### src/rtl/aeoa_pkg.sv
package aeoa_pkg;

	// bytes reserved after each placed entry
	localparam int unsigned TRAILER_BYTES = 8;

	// duplicate marker inside a size word
	localparam logic [31:0] DUP_FLAG = 32'h0200_0000;

	// header table: one 16-byte unit per entry plus one leading unit
	localparam int unsigned HDR_UNIT_LOG2 = 4;

	// configuration field widths
	localparam int unsigned ALIGN_BITS = 4;
	localparam int unsigned COUNT_BITS = 20;
	localparam int unsigned CFG_DATA_BITS = 20;
	localparam int unsigned CFG_INDEX_BITS = 2;

	// register reset values
	localparam logic [ALIGN_BITS-1:0] ALIGN_RESET = 4'd11;
	localparam logic [COUNT_BITS-1:0] COUNT_RESET = '0;

	// register indexes on the configuration channel
	typedef enum logic [CFG_INDEX_BITS-1:0] {
		CFG_ALIGN_LOG2  = 2'd0,
		CFG_ENTRY_COUNT = 2'd1,
		CFG_KEEP_RAW    = 2'd2
	} cfg_idx_t;

	// configuration register contents
	typedef struct packed {
		logic [ALIGN_BITS-1:0] alignment_log2;
		logic [COUNT_BITS-1:0] entry_count;
		logic                  keep_raw_copy;
	} cfg_t;

endpackage

### src/rtl/aeoa_cfg.sv
module aeoa_cfg #(
	parameter int unsigned ADDRESS_BITS = 32
) (
	input  logic                                  clk,
	input  logic                                  arst_n,
	input  logic                                  cfg_valid,
	output logic                                  cfg_ready,
	input  logic [aeoa_pkg::CFG_INDEX_BITS-1:0]   cfg_index,
	input  logic [aeoa_pkg::CFG_DATA_BITS-1:0]    cfg_data,
	output aeoa_pkg::cfg_t                        cfg,
	output logic [ADDRESS_BITS-1:0]               lo_mask,
	output logic [ADDRESS_BITS-1:0]               hdr_end
);
	import aeoa_pkg::*;

	localparam int unsigned HDR_W = COUNT_BITS + 1 + HDR_UNIT_LOG2;

	cfg_t                      cfg_q;
	logic [ADDRESS_BITS-1:0]   hdr_end_q;
	logic [COUNT_BITS:0]       units;
	logic [HDR_W-1:0]          hdr_bytes;
	logic [ADDRESS_BITS-1:0]   hdr_end_d;

	// writes are always taken
	assign cfg_ready = 1'b1;

	// register file, unknown indexes are dropped
	always_ff @(posedge clk or negedge arst_n) begin
		if (!arst_n) begin
			cfg_q.alignment_log2 <= ALIGN_RESET;
			cfg_q.entry_count    <= COUNT_RESET;
			cfg_q.keep_raw_copy  <= 1'b0;
		end else if (cfg_valid) begin
			unique case (cfg_idx_t'(cfg_index))
				CFG_ALIGN_LOG2:  cfg_q.alignment_log2 <= cfg_data[ALIGN_BITS-1:0];
				CFG_ENTRY_COUNT: cfg_q.entry_count    <= cfg_data[COUNT_BITS-1:0];
				CFG_KEEP_RAW:    cfg_q.keep_raw_copy  <= cfg_data[0];
				default: ;
			endcase
		end
	end

	// alignment low-bit mask
	assign lo_mask = (ADDRESS_BITS'(1) << cfg_q.alignment_log2) - ADDRESS_BITS'(1);

	// aligned end of the header table
	assign units     = {1'b0, cfg_q.entry_count} + (COUNT_BITS+1)'(1);
	assign hdr_bytes = {units, {HDR_UNIT_LOG2{1'b0}}};
	assign hdr_end_d = (ADDRESS_BITS'(hdr_bytes) + lo_mask) & ~lo_mask;

	always_ff @(posedge clk or negedge arst_n) begin
		if (!arst_n) begin
			hdr_end_q <= '0;
		end else begin
			hdr_end_q <= hdr_end_d;
		end
	end

	assign cfg     = cfg_q;
	assign hdr_end = hdr_end_q;

endmodule

### src/rtl/archive_entry_offset_assigner.sv
// channel   direction  payload
// s_*       in         tdata {packed_size, raw_size, orig_offset}, tuser {restart, is_new_file}
// m_*       out        tdata {next_address, size_word, data_offset}, tuser {duplicate}
// cfg_*     in         cfg_index, cfg_data (register write)
//
// one entry per cycle unless m_tready stalls; entries pass stage 1, then the result register
// the running-address loop (two aligned adds) feeds back into run_addr_q combinationally
// reset clears the pipeline valids and forgets the previous entry
// a stall on the m side holds both stages; s_tready follows m_tready combinationally
module archive_entry_offset_assigner #(
	parameter int unsigned ADDRESS_BITS = 32
) (
	input  logic                                  clk,
	input  logic                                  arst_n,
	input  logic                                  s_tvalid,
	output logic                                  s_tready,
	input  logic [95:0]                           s_tdata,   // orig_offset, raw_size, packed_size
	input  logic [1:0]                            s_tuser,   // is_new_file, restart
	output logic                                  m_tvalid,
	input  logic                                  m_tready,
	output logic [95:0]                           m_tdata,   // data_offset, size_word, next_address
	output logic [0:0]                            m_tuser,   // duplicate
	input  logic                                  cfg_valid,
	output logic                                  cfg_ready,
	input  logic [aeoa_pkg::CFG_INDEX_BITS-1:0]   cfg_index,
	input  logic [aeoa_pkg::CFG_DATA_BITS-1:0]    cfg_data
);
	import aeoa_pkg::*;

	localparam int unsigned AW = ADDRESS_BITS;

	cfg_t           cfg;
	logic [AW-1:0]  lo_mask;
	logic [AW-1:0]  hdr_end;

	// input fields
	logic [31:0]    in_orig;
	logic [31:0]    in_raw;
	logic [31:0]    in_packed;
	logic [31:0]    in_comp;
	logic [31:0]    in_stored;

	// stage 1
	logic           valid_s1;
	logic [31:0]    orig_s1;
	logic           new_file_s1;
	logic           restart_s1;
	logic [31:0]    packed_s1;
	logic [AW-1:0]  ext1_s1;
	logic [AW-1:0]  ext2_s1;
	logic           raw_adv_s1;

	// stage 2 (result register)
	logic           valid_s2;
	logic [31:0]    data_offset_s2;
	logic [31:0]    size_word_s2;
	logic           dup_s2;
	logic [31:0]    next_addr_s2;

	// previous-entry state
	logic           have_prev_q;
	logic [31:0]    prev_orig_q;
	logic [AW-1:0]  prev_off_q;
	logic [31:0]    prev_size_q;
	logic [AW-1:0]  run_addr_q;

	// placement logic
	logic           s2_free;
	logic           go_s1;
	logic           first;
	logic           dup;
	logic [AW-1:0]  base;
	logic [AW-1:0]  addr_a;
	logic [AW-1:0]  addr_b;
	logic [AW-1:0]  new_addr;
	logic [AW-1:0]  data_offset;
	logic [31:0]    size_word;

	aeoa_cfg #(
		.ADDRESS_BITS (AW)
	) u_cfg (
		.clk       (clk),
		.arst_n    (arst_n),
		.cfg_valid (cfg_valid),
		.cfg_ready (cfg_ready),
		.cfg_index (cfg_index),
		.cfg_data  (cfg_data),
		.cfg       (cfg),
		.lo_mask   (lo_mask),
		.hdr_end   (hdr_end)
	);

	// flow control
	assign s2_free  = !valid_s2 || m_tready;
	assign go_s1    = valid_s1 && s2_free;
	assign s_tready = !valid_s1 || s2_free;

	// per-entry increments, independent of the running address
	assign in_orig   = s_tdata[31:0];
	assign in_raw    = s_tdata[63:32];
	assign in_packed = s_tdata[95:64];
	assign in_comp   = in_packed & ~DUP_FLAG;
	assign in_stored = (in_comp != '0) ? in_comp : in_raw;

	always_ff @(posedge clk or negedge arst_n) begin
		if (!arst_n) begin
			valid_s1 <= 1'b0;
		end else if (s_tready) begin
			valid_s1 <= s_tvalid;
		end
	end

	always_ff @(posedge clk) begin
		if (s_tvalid && s_tready) begin
			orig_s1     <= in_orig;
			new_file_s1 <= s_tuser[0];
			restart_s1  <= s_tuser[1];
			packed_s1   <= in_packed;
			ext1_s1     <= AW'(in_stored) + AW'(TRAILER_BYTES) + lo_mask;
			ext2_s1     <= AW'(in_raw) + lo_mask;
			raw_adv_s1  <= cfg.keep_raw_copy && (in_comp != '0);
		end
	end

	// duplicate detection and address advance
	assign first  = restart_s1 || !have_prev_q;
	assign dup    = !first && !new_file_s1 && (prev_orig_q == orig_s1);
	assign base   = first ? hdr_end : run_addr_q;
	assign addr_a = (base + ext1_s1) & ~lo_mask;
	assign addr_b = raw_adv_s1 ? ((addr_a + ext2_s1) & ~lo_mask) : addr_a;

	assign new_addr    = dup ? run_addr_q : addr_b;
	assign data_offset = dup ? prev_off_q : base;
	assign size_word   = dup ? (prev_size_q | DUP_FLAG) : packed_s1;

	// previous-entry state update
	always_ff @(posedge clk or negedge arst_n) begin
		if (!arst_n) begin
			have_prev_q <= 1'b0;
			prev_orig_q <= '0;
			prev_off_q  <= '0;
			prev_size_q <= '0;
			run_addr_q  <= '0;
		end else if (go_s1) begin
			have_prev_q <= 1'b1;
			prev_orig_q <= orig_s1;
			prev_off_q  <= data_offset;
			prev_size_q <= size_word;
			run_addr_q  <= new_addr;
		end
	end

	// result register
	always_ff @(posedge clk or negedge arst_n) begin
		if (!arst_n) begin
			valid_s2 <= 1'b0;
		end else if (s2_free) begin
			valid_s2 <= valid_s1;
		end
	end

	always_ff @(posedge clk) begin
		if (go_s1) begin
			data_offset_s2 <= 32'(data_offset);
			size_word_s2   <= size_word;
			dup_s2         <= dup;
			next_addr_s2   <= 32'(new_addr);
		end
	end

	assign m_tvalid = valid_s2;
	assign m_tdata  = {next_addr_s2, size_word_s2, data_offset_s2};
	assign m_tuser  = dup_s2;

`ifndef SYNTHESIS
	// a duplicate always carries the flag in its size word
	a_dup_flag: assert property (@(posedge clk) disable iff (!arst_n)
		valid_s2 && dup_s2 |-> (size_word_s2 & DUP_FLAG) == DUP_FLAG)
		else $error("duplicate result without flag");

	// the first entry of an archive is never a duplicate
	a_first_not_dup: assert property (@(posedge clk) disable iff (!arst_n)
		go_s1 && first |-> !dup)
		else $error("duplicate flagged on first entry");

	// a placed entry leaves the running address on an alignment boundary
	a_aligned: assert property (@(posedge clk) disable iff (!arst_n)
		valid_s2 && !dup_s2 |-> (next_addr_s2 & 32'(lo_mask)) == '0)
		else $error("unaligned running address");

	// a duplicate leaves the running address alone
	a_dup_hold: assert property (@(posedge clk) disable iff (!arst_n)
		go_s1 && dup |=> run_addr_q == $past(run_addr_q))
		else $error("running address moved on duplicate");

	// a stalled stage 1 keeps its entry
	a_s1_hold: assert property (@(posedge clk) disable iff (!arst_n)
		valid_s1 && !s2_free |=> valid_s1 && $stable(orig_s1) && $stable(ext1_s1))
		else $error("stage 1 lost entry under stall");
`endif

endmodule
### config.mk
export PLATFORM = sky130hd
export DESIGN_NAME = archive_entry_offset_assigner
export DESIGN_NICKNAME = d
export VERILOG_FILES = /design/src/rtl/aeoa_pkg.sv /design/src/rtl/aeoa_cfg.sv /design/src/rtl/archive_entry_offset_assigner.sv
export SDC_FILE = /design/constraint.sdc
export NUM_CORES = 1
export LEC_CHECK = 0
export BUFFER_PORTS_ARGS = -buffer_cell sky130_fd_sc_hd__buf_2
export CAP_MARGIN = 25
export CORE_ASPECT_RATIO = 0.6
export CORE_MARGIN = 2
export CORE_UTILIZATION = 35
export CTS_CLUSTER_SIZE = 8
export DETAILED_ROUTE_END_ITERATION = 8
export MAX_ROUTING_LAYER = met4
export PLACE_DENSITY_LB_ADDON = 0.1
export SYNTH_ARGS = -nofsm -noshare
export SYNTH_HDL_FRONTEND = slang
export SYNTH_SLANG_ARGS = --single-unit
### constraint.sdc
create_clock -name clk -period 5.96 [get_ports clk]
set_clock_uncertainty 0.2 [all_clocks]
set_input_delay 1.192 -clock clk [delete_from_list [all_inputs] [get_ports clk]]
set_output_delay 1.192 -clock clk [all_outputs]
set_load 0.1 [all_outputs]
After elaboration in Yosys (flattened, before gate mapping)
Index checks and enable logic that the tools add are counted.
{ "totals": {"mem_count": 0, "latchBits": 0, "rom_bits": 0, "register_bits": 416, "wordCells": 62, "input_bits": 125, "mem_bits_rw": 0, "output_inout_bits": 100} }
{ "classes": {"multipliers": 0, "n_eq_ne": 3, "n_bitwise": 4, "div": 0, "order_cmp": 0, "reduce_logical": 18, "n_mux": 6, "shifts": 1, "add_sub_neg": 8} }
{ "op_table": {"columns": ["operator", "count"], "rows": [
  ["$mux W32", 6],
  ["$add A32 B32 Y32", 4],
  ["$and A32 B32 Y32", 3],
  ["$add A25 B32 Y32", 1],
  ["$add A32 B4 Y32 const B", 1],
  ["$eq A32 B32 Y1", 1],
  ["$not A32 Y32", 1],
  ["$reduce_bool A32 Y1", 1],
  ["$shl A1 B4 Y32 const A", 1],
  ["$sub A32 B2 Y32 const B", 1],
  ["$add A20 B1 Y21 const B", 1],
  ["$reduce_and A2 Y1", 3],
  ["$logic_and A1 B1 Y1", 5],
  ["$logic_not A1 Y1", 5],
  ["$logic_or A1 B1 Y1", 3],
  ["$eq A2 B1 Y1 const B", 1],
  ["$eq A2 B2 Y1 const B", 1],
  ["$logic_not A2 Y1", 1]
]} }

Logic depth before layout (Yosys ltp)
Gate-level depths: netlist of run 1.
{ "depth": {"depth_word": 9, "depth_mapped": 27, "ltp_nobuf": 26} }

By module
Synthesis of run 1 repeated with hierarchy kept, for this count alone.
{ "hier_totals": {"hier_cells": 2309, "hier_area_um2": 24278.3} }
{ "modules_own_cells": {"columns": ["mod", "area_each_um2", "n_inst", "cells_per_inst"], "rows": [
  ["archive_entry_offset_assigner", 20520.9, 1, 1926],
  ["aeoa_cfg", 3757.4, 1, 383]
]} }

Least setup slack after synthesis of run 1
No wires, ideal clock.
{ "synth_timing": {"kind": "input to register", "from": "in m_tready", "to": "reg ext1_s1[0], enable pin", "stages": 2, "setup_time_ns": 0.505, "path_buffers": 0, "t_arrival_ns": 5.090, "setup_slack_ns": 0.165, "path_cell_list": "nand3b_1 > and2_1"} }
{ "synth_between": {"elab_chain_cells": 3} }
{ "synth_rtl": {"columns": ["item", "line_no", "text"], "rows": [
  ["start, declared", "archive_entry_offset_assigner.sv:20", "input logic m_tready,"],
  ["$logic_or A1 B1 Y1", "archive_entry_offset_assigner.sv:94", "assign s2_free = !valid_s2 || m_tready;"],
  ["$logic_or A1 B1 Y1", "archive_entry_offset_assigner.sv:96", "assign s_tready = !valid_s1 || s2_free;"],
  ["$logic_and A1 B1 Y1", "archive_entry_offset_assigner.sv:114", "if (s_tvalid && s_tready) begin"],
  ["end signal, assigned", "archive_entry_offset_assigner.sv:119", "ext1_s1 <= AW'(in_stored) + AW'(TRAILER_BYTES) + lo_mask;"],
  ["end, declared", "archive_entry_offset_assigner.sv:49", "logic [AW-1:0] ext1_s1;"]
]} }
Every way passes these cells.
A chain may end at the register's enable or synchronous reset.

Final worst setup path of run 1
{ "layout_timing": {"from": "reg restart_s1", "to": "reg next_addr_s2[31] (data pin)"} }
{ "layout_between": {"elab_chain_cells": 8, "elab_cells_between_ends": 11, "cone_classes": "add/sub: 2; mux: 3; bitwise: 2; reduce/logical: 4"} }
{ "layout_rtl": {"columns": ["item", "line_no", "text"], "rows": [
  ["start, declared", "archive_entry_offset_assigner.sv:47", "logic restart_s1;"],
  ["start signal, assigned", "archive_entry_offset_assigner.sv:117", "restart_s1 <= s_tuser[1];"],
  ["$logic_or A1 B1 Y1 *", "archive_entry_offset_assigner.sv:126", "assign first = restart_s1 || !have_prev_q;"],
  ["$mux W32", "archive_entry_offset_assigner.sv:128", "assign base = first ? hdr_end : run_addr_q;"],
  ["$add A32 B32 Y32", "archive_entry_offset_assigner.sv:129", "assign addr_a = (base + ext1_s1) & ~lo_mask;"],
  ["$and A32 B32 Y32", "archive_entry_offset_assigner.sv:129", null],
  ["$add A32 B32 Y32", "archive_entry_offset_assigner.sv:130", "assign addr_b = raw_adv_s1 ? ((addr_a + ext2_s1) & ~lo_mask) : addr_a;"],
  ["$and A32 B32 Y32", "archive_entry_offset_assigner.sv:130", null],
  ["$mux W32", "archive_entry_offset_assigner.sv:130", null],
  ["$mux W32 *", "archive_entry_offset_assigner.sv:132", "assign new_addr = dup ? run_addr_q : addr_b;"],
  ["net new_addr[31]", "archive_entry_offset_assigner.sv:75", "logic [AW-1:0] new_addr;"],
  ["end signal, assigned", "archive_entry_offset_assigner.sv:167", "next_addr_s2 <= 32'(new_addr);"],
  ["end, declared", "archive_entry_offset_assigner.sv:58", "logic [31:0] next_addr_s2;"]
]} }
Mark *: on every way through the listed nets, which the timed path passes. The rest lies on a longest branch.

==> flow_summary.json, run 1 <==
{
  "cp.arrival_ps": 5850,
  "ir_worst_vdd_mv": 0.266,
  "die_area_um2": 69700,
  "antenna_found_initial": 1,
  "ys_types": 79,
  "placed_area_um2": 27400,
  "max_freq_mhz": 175,
  "place_inst": 3622,
  "yosysWarnings": 0,
  "place_congestion": 0.900,
  "path_class": "reg -> reg",
  "die_h_um": 205,
  "intPower_w": 0.00957,
  "cts_inserted_buffers": 57,
  "area.growth.synth_to_final_pct": 23.3,
  "crit_fanout": 18,
  "grt_pass1_wl_mm": 120,
  "power_frac_clock_pct": 18.4,
  "final_util_pct": 43.8,
  "clkSinkCount": 411,
  "async_flop_share_pct": 44.5,
  "path_clk_slew_ps": 50,
  "rsz0062_at_grt": "yes",
  "crit_top_cell": "nand2_1",
  "fin_crit_ps": 5710,
  "drc_errors": 0,
  "fp.dieW_um": 339,
  "synth_area_um2": 23600,
  "postCtsHoldBufs": 0,
  "pwr_density_cell_nw_per_um2": 586,
  "outcome": "finished, final reports clean",
  "total_power_w": 0.0171,
  "start_util_pct": 35.5,
  "cp-startpoint": "restart_s1$_DFFE_PP_",
  "top_usage_layer": "met1",
  "grt_overflow": 0,
  "cts_max_level": 2,
  "synth_edf_count": 228,
  "p_sw_w": 0.00750,
  "port_buffers": 223,
  "clock_latency_ps": 640,
  "combPwrFrac_pct": 55.8,
  "crit_slowest_cell": "edfxtp_1",
  "slew_headroom_pct": 25.2,
  "dr.first_iter.drc_count": 1657,
  "setup_viol": 0,
  "postSynthCellCount": 2335,
  "fin_crit_sh_pct": 95.8,
  "leakagePower_nw": 13.7,
  "hp-class": "reg -> reg",
  "required_ps": 6100,
  "clock-root-buffer": "clkbuf_16",
  "reg2reg_slack_ps": 250,
  "synth_ff_type": "edfxtp_1",
  "report.final.slew_viol_count": 0,
  "avgRoutedWirePerCell_um": 21.9,
  "dp.final_hpwl_mm": 62.6,
  "final_nets": 3091,
  "fin_area_um2": 29100,
  "pin_count": 225,
  "layout_commonest_cell": "nand2_1",
  "cts_setup_buffers": 0,
  "final_cell_mix": "nand2_1 (468), edfxtp_1 (228), buf_2 (222)",
  "layout-drive-gt1-share_pct": 21.7,
  "critPathCaptureType": "flop",
  "worst_setup_path_start_kind": "flop",
  "clk_path_buf_depth": 3,
  "ys_seq_area_share_pct": 48.4,
  "detail-route-antenna-nets": 0,
  "worst_pin_slew_ps": 1120,
  "finalNonFillerCells": 3730,
  "cp_top_family": "compound AO/OA/AOI/OAI gates",
  "synth.avg_cell_area_um2": 10.1,
  "num_rows": 73,
  "sequentialPowerShare_pct": 25.7,
  "grt_pass1_vias": 18282,
  "grt_max_degree": 132,
  "crit_chain": "nand2b_2 > buf_12 > buf_4 > nand2_1 > nand2_1 > ha_1 > a21o_1 > a21o_1 > a21oi_2 > o21ai_1 > nand3_1 > nand2_1 > a41o_1 > a221o_1 > and2_1 > ha_1 > a211oi_1 > a31oi_1 > a211oi_2 > xnor2_1 > nand2_1 > xnor2_1 > o31ai_1",
  "cts_tree": "built",
  "vias_per_cell": 5.10,
  "synth_seq_cells": 411,
  "grt_usage_pct": 24.0,
  "first_pass_iters": 7,
  "grt_util_met2_pct": 29.7,
  "crit_path_max_incr_delay_ps": 400,
  "via_count": 19012,
  "grtUsageMet1_pct": 38.7,
  "coreArea_um2": 66500,
  "cp_num_buf_inv": 2,
  "wl_mm": 81.6,
  "drv.max_cap_violation_count": 0,
  "grtUsageMet3_pct": 5.33,
  "min_from": "prev_size_q[29]$_DFFE_PN0P_",
  "p_sw_share_pct": 44.0,
  "worstReg2RegStart": "restart_s1$_DFFE_PP_",
  "finalHoldViolations": 0
}
==> worst paths after layout <==
check | cells past startpoint | endpoint
hold / removal | 2 | prev_size_q[29]$_DFFE_PN0P_
max in group asynchronous | 2 | u_cfg.hdr_end[27]$_DFF_PN0_
min in group asynchronous | 1 | prev_size_q[2]$_DFFE_PN0P_
setup / recovery | 23 | next_addr_s2[31]$_DFFE_PP_
hold reg to reg | 2 | prev_size_q[29]$_DFFE_PN0P_
setup reg to reg | 23 | next_addr_s2[31]$_DFFE_PP_
==> cell families (layout without fill, tap and decap cells) <==
kind of cell             count (synthesis)  in the layout  synth area share [%]
AND/OR/NAND/NOR                        873            873                  15.8
buffers and inverters                  129            600                  2.08
AO/OA/AOI/OAI                          463            463                  12.8
flip-flops                             411            411                  48.4
XOR/XNOR                               185            185                  6.86
other                                    2             26                0.0318
adder cells (fa/ha/maj)                185            185                  9.96
multiplexers                            87             87                  4.11
==> Yosys cell counts, drive strengths merged (56+ instances only) <==
| cell | instances | share of area, % |
|---|---|---|
| nand2 | 469 | 7.5 |
| edfxtp | 228 | 29 |
| nor2 | 212 | 3.4 |
| dfrtp | 180 | 19 |
| ha | 180 | 9.5 |
| a21oi | 145 | 3.1 |
| xnor2 | 116 | 4.3 |
| a21o | 111 | 3.5 |
| mux2 | 79 | 3.8 |
| o21ai | 75 | 1.6 |
| xor2 | 69 | 2.6 |
| inv | 58 | 0.92 |
| clkbuf | 56 | 0.89 |
==> metal layers <==
layer  routed length, um  vias to the layer above
met5                   0                        -
met2               29900                      579
met4                1210                        0
met3                6750                       85
met1               43800                     9173
li1                    -                     9175
==> per-stage QoR <==
stage          setup WS [ps]  TNS (ps)  hold WS [ps]
6_report                 250         0           275
5_1_grt                -19.0     -40.3           305
4_1_cts                  164         0           277
3_3_place_gp           -80.3      -279           256
2_1_floorplan            165         0           246
3_5_place_dp           -82.1      -201           263
==> power groups by stage <==
stage / Combinational [W] / Clock, W / Sequential (W)
CTS: 0.00938 / 0.00323 / 0.00438
finish: 0.00953 / 0.00315 / 0.00439
floorplan: 0.00471 / 0 / 0.00536
detailed placement: 0.00932 / 0 / 0.00442
global placement: 0.00928 / 0 / 0.00442
global route: 0.0103 / 0.00336 / 0.00445
==> repair_timing <==
item | 4_1_cts | 5_1_grt
endpoints found under the setup margin | 0 | 10
endpoints found under the hold margin | 0 | 0
resized for setup | 0 | 10
==> worst min-delay path, stage by stage (launching register included) <==
cell     delay (ps)
dfrtp_1         340
nand2_1          50
nand2_1          60
==> area by class of cell <==
class                           instances  area [um2]
Fill cell                            6444       37400
Multi-Input combinational cell       1818       11800
Sequential cell                       411       11400
Timing Repair Buffer                  435        2790
Clock buffer                          104        1620
Tap cell                              900        1130
Inverter                               58         225
Clock inverter                          3        76.3
Antenna cell                            1        2.50
No activity file was read; power rests on OpenSTA's default activity.
==> run 2, diff against run 1 <==
Settings changed: CELL_PAD_IN_SITES_DETAIL_PLACEMENT set to 1, CELL_PAD_IN_SITES_GLOBAL_PLACEMENT set to 1.
==> run 2 against run 1 <==
Clock-buffer cell count fell by 5. Clock power fell by 1%. Highest routed layer unchanged. Largest power group unchanged. Sequential share of layout area barely moved. Global-route usage rose by 1.6 points. Register-to-register slack improved by 30 ps. Sequential power barely moved. Wire length rose by 6.0%. Final area barely moved. Die area did not move. Non-clock buffer count fell by 8. Critical path depth fell by 2.
==> flow_summary.json, run 2 (synthesis results as in run 1) <==
{
  "outcome": "finished, final reports clean",
  "antenna_found_initial": 3,
  "place_inst": 3613,
  "cts_max_level": 2,
  "antenna_cells": 0,
  "setup_viol": 0,
  "postCtsHoldBufs": 0,
  "area.growth.synth_to_final_pct": 23.2,
  "timing.final.ws_setup_ps": 212,
  "fp.dieW_um": 339,
  "seqCellArea_um2": 11400,
  "fin_crit_ps": 5750,
  "grt_pass1_vias": 19799,
  "pwr_density_cell_nw_per_um2": 590,
  "place_congestion": 0.907,
  "drv.max_cap_violation_count": 0,
  "min_from": "prev_size_q[8]$_DFFE_PN0P_",
  "rsz0062_at_grt": "yes",
  "ir_worst_vdd_mv": 0.232,
  "cts_tree": "built",
  "cp-startpoint": "s_tdata[81]",
  "dr.first_iter.drc_count": 1349,
  "place_worst_setup_slack_ps": -274,
  "coreArea_um2": 66500,
  "leakagePower_nw": 13.7,
  "hp-class": "reg -> reg",
  "detail-route-antenna-nets": 0,
  "path_clk_slew_ps": 60,
  "via_count": 19321,
  "worst_setup_path_start_kind": "input pin",
  "grt_pass1_wl_mm": 128,
  "clk_path_buf_depth": 3,
  "finalNonFillerCells": 3715,
  "start_util_pct": 35.5,
  "grt_max_degree": 127,
  "critPathCaptureType": "flop",
  "max_freq_mhz": 174,
  "grt_overflow": 0,
  "die_h_um": 205,
  "clkSinkCount": 411,
  "required_ps": 6120,
  "worstReg2RegStart": "u_cfg.cfg[23]$_DFFE_PN0P_",
  "port_buffers": 223,
  "slew_headroom_pct": 33.5,
  "pin_count": 225,
  "first_pass_iters": 5,
  "wl_mm": 86.6,
  "fill_cells": 7512,
  "final_cell_mix": "nand2_1 (466), edfxtp_1 (228), buf_2 (222)",
  "finalHoldViolations": 0,
  "die_area_um2": 69700,
  "final_nets": 3083,
  "crit_fanout": 15,
  "fin_crit_sh_pct": 96.4,
  "multiInputGateArea_um2": 11900,
  "cts_inserted_buffers": 57,
  "drc_errors": 0,
  "num_rows": 73,
  "avgRoutedWirePerCell_um": 23.3,
  "clock_latency_ps": 650,
  "path_class": "in -> reg",
  "vias_per_cell": 5.20,
  "layout_commonest_cell": "nand2_1",
  "layout-drive-gt1-share_pct": 21.9,
  "worst_pin_slew_ps": 997,
  "clock-root-buffer": "clkbuf_16",
  "grt_usage_pct": 25.6,
  "cp.arrival_ps": 5910,
  "dp.final_hpwl_mm": 67.4,
  "report.final.slew_viol_count": 0
}
[run 2: changes by cell type in the layout (fill, tap and decap cells not counted), sizes merged]
cell / before / now
buf: 434 / 426
clkbuf: 105 / 100
diode: 1 / 0
clkinv: 3 / 2
[run 2: power breakdown]
part / internal [W] / switching (W) / total [W]
clock: 0.00182 / 0.00129 / 0.00311
combinational: 0.00376 / 0.00591 / 0.00967
sequential: 0.00390 / 0.000480 / 0.00438
[run 2: timing repair]
action,4_1_cts,5_1_grt
gates resized for setup,0,24
setup endpoints to repair,0,29
buffers inserted,0,1
[run 2: per-layer routing]
layer	track usage (%)	vias up	routed length, um
li1	-	9118	-
met1	39.6	9621	46000
met2	32.2	494	32200
met3	7.04	88	6670
met4	5.48	0	1670
met5	-	-	0
[run 2: worst paths after layout]
path	cells past startpoint	endpoint	slack, ps
setup / recovery	21	ext1_s1[31]$_DFFE_PP_	210
min in group asynchronous	1	u_cfg.cfg[2]$_DFFE_PN0P_	390
hold reg to reg	2	prev_size_q[8]$_DFFE_PN0P_	280
hold / removal	2	prev_size_q[8]$_DFFE_PN0P_	280
setup reg to reg	22	ext1_s1[31]$_DFFE_PP_	280
max in group asynchronous	2	run_addr_q[4]$_DFFE_PN0P_	3910
[run 2: final cells by class]
class | instances | share of cell area (%)
multi-input cells | 1818 | 40.9
flip-flops and latches | 411 | 39.3
repair buffers | 427 | 9.38
clock buffers | 99 | 5.55
well taps | 900 | 3.87
inverters | 58 | 0.774
clock inverters | 2 | 0.206
[run 2: per-stage QoR]
stage	util (%)	TNS [ps]	hold slack, ps	total power (W)	area, um2
floorplan	-	0	246	0.0101	23700
global placement	41.1	-727	257	0.0136	27300
detailed placement	41.1	-827	266	0.0138	27300
CTS	43.6	0	279	0.0170	29000
global route	43.8	-20.1	304	0.0182	29100
finish	43.8	0	278	0.0172	29100
[run 2: critical path, stage by stage]
cell	delay [ps]
buf_2	120
nor3_1	500
buf_4	230
nand4_1	110
buf_4	220
nor2_2	120
buf_4	240
a21o_1	150
ha_1	260
fa_1	400
a21o_1	190
a21oi_1	190
nand2b_1	190
a211oi_1	140
o21ai_1	240
a31oi_1	160
nor4b_1	460
o21ai_1	170
a221o_1	360
a21oi_1	180
xnor2_1	90
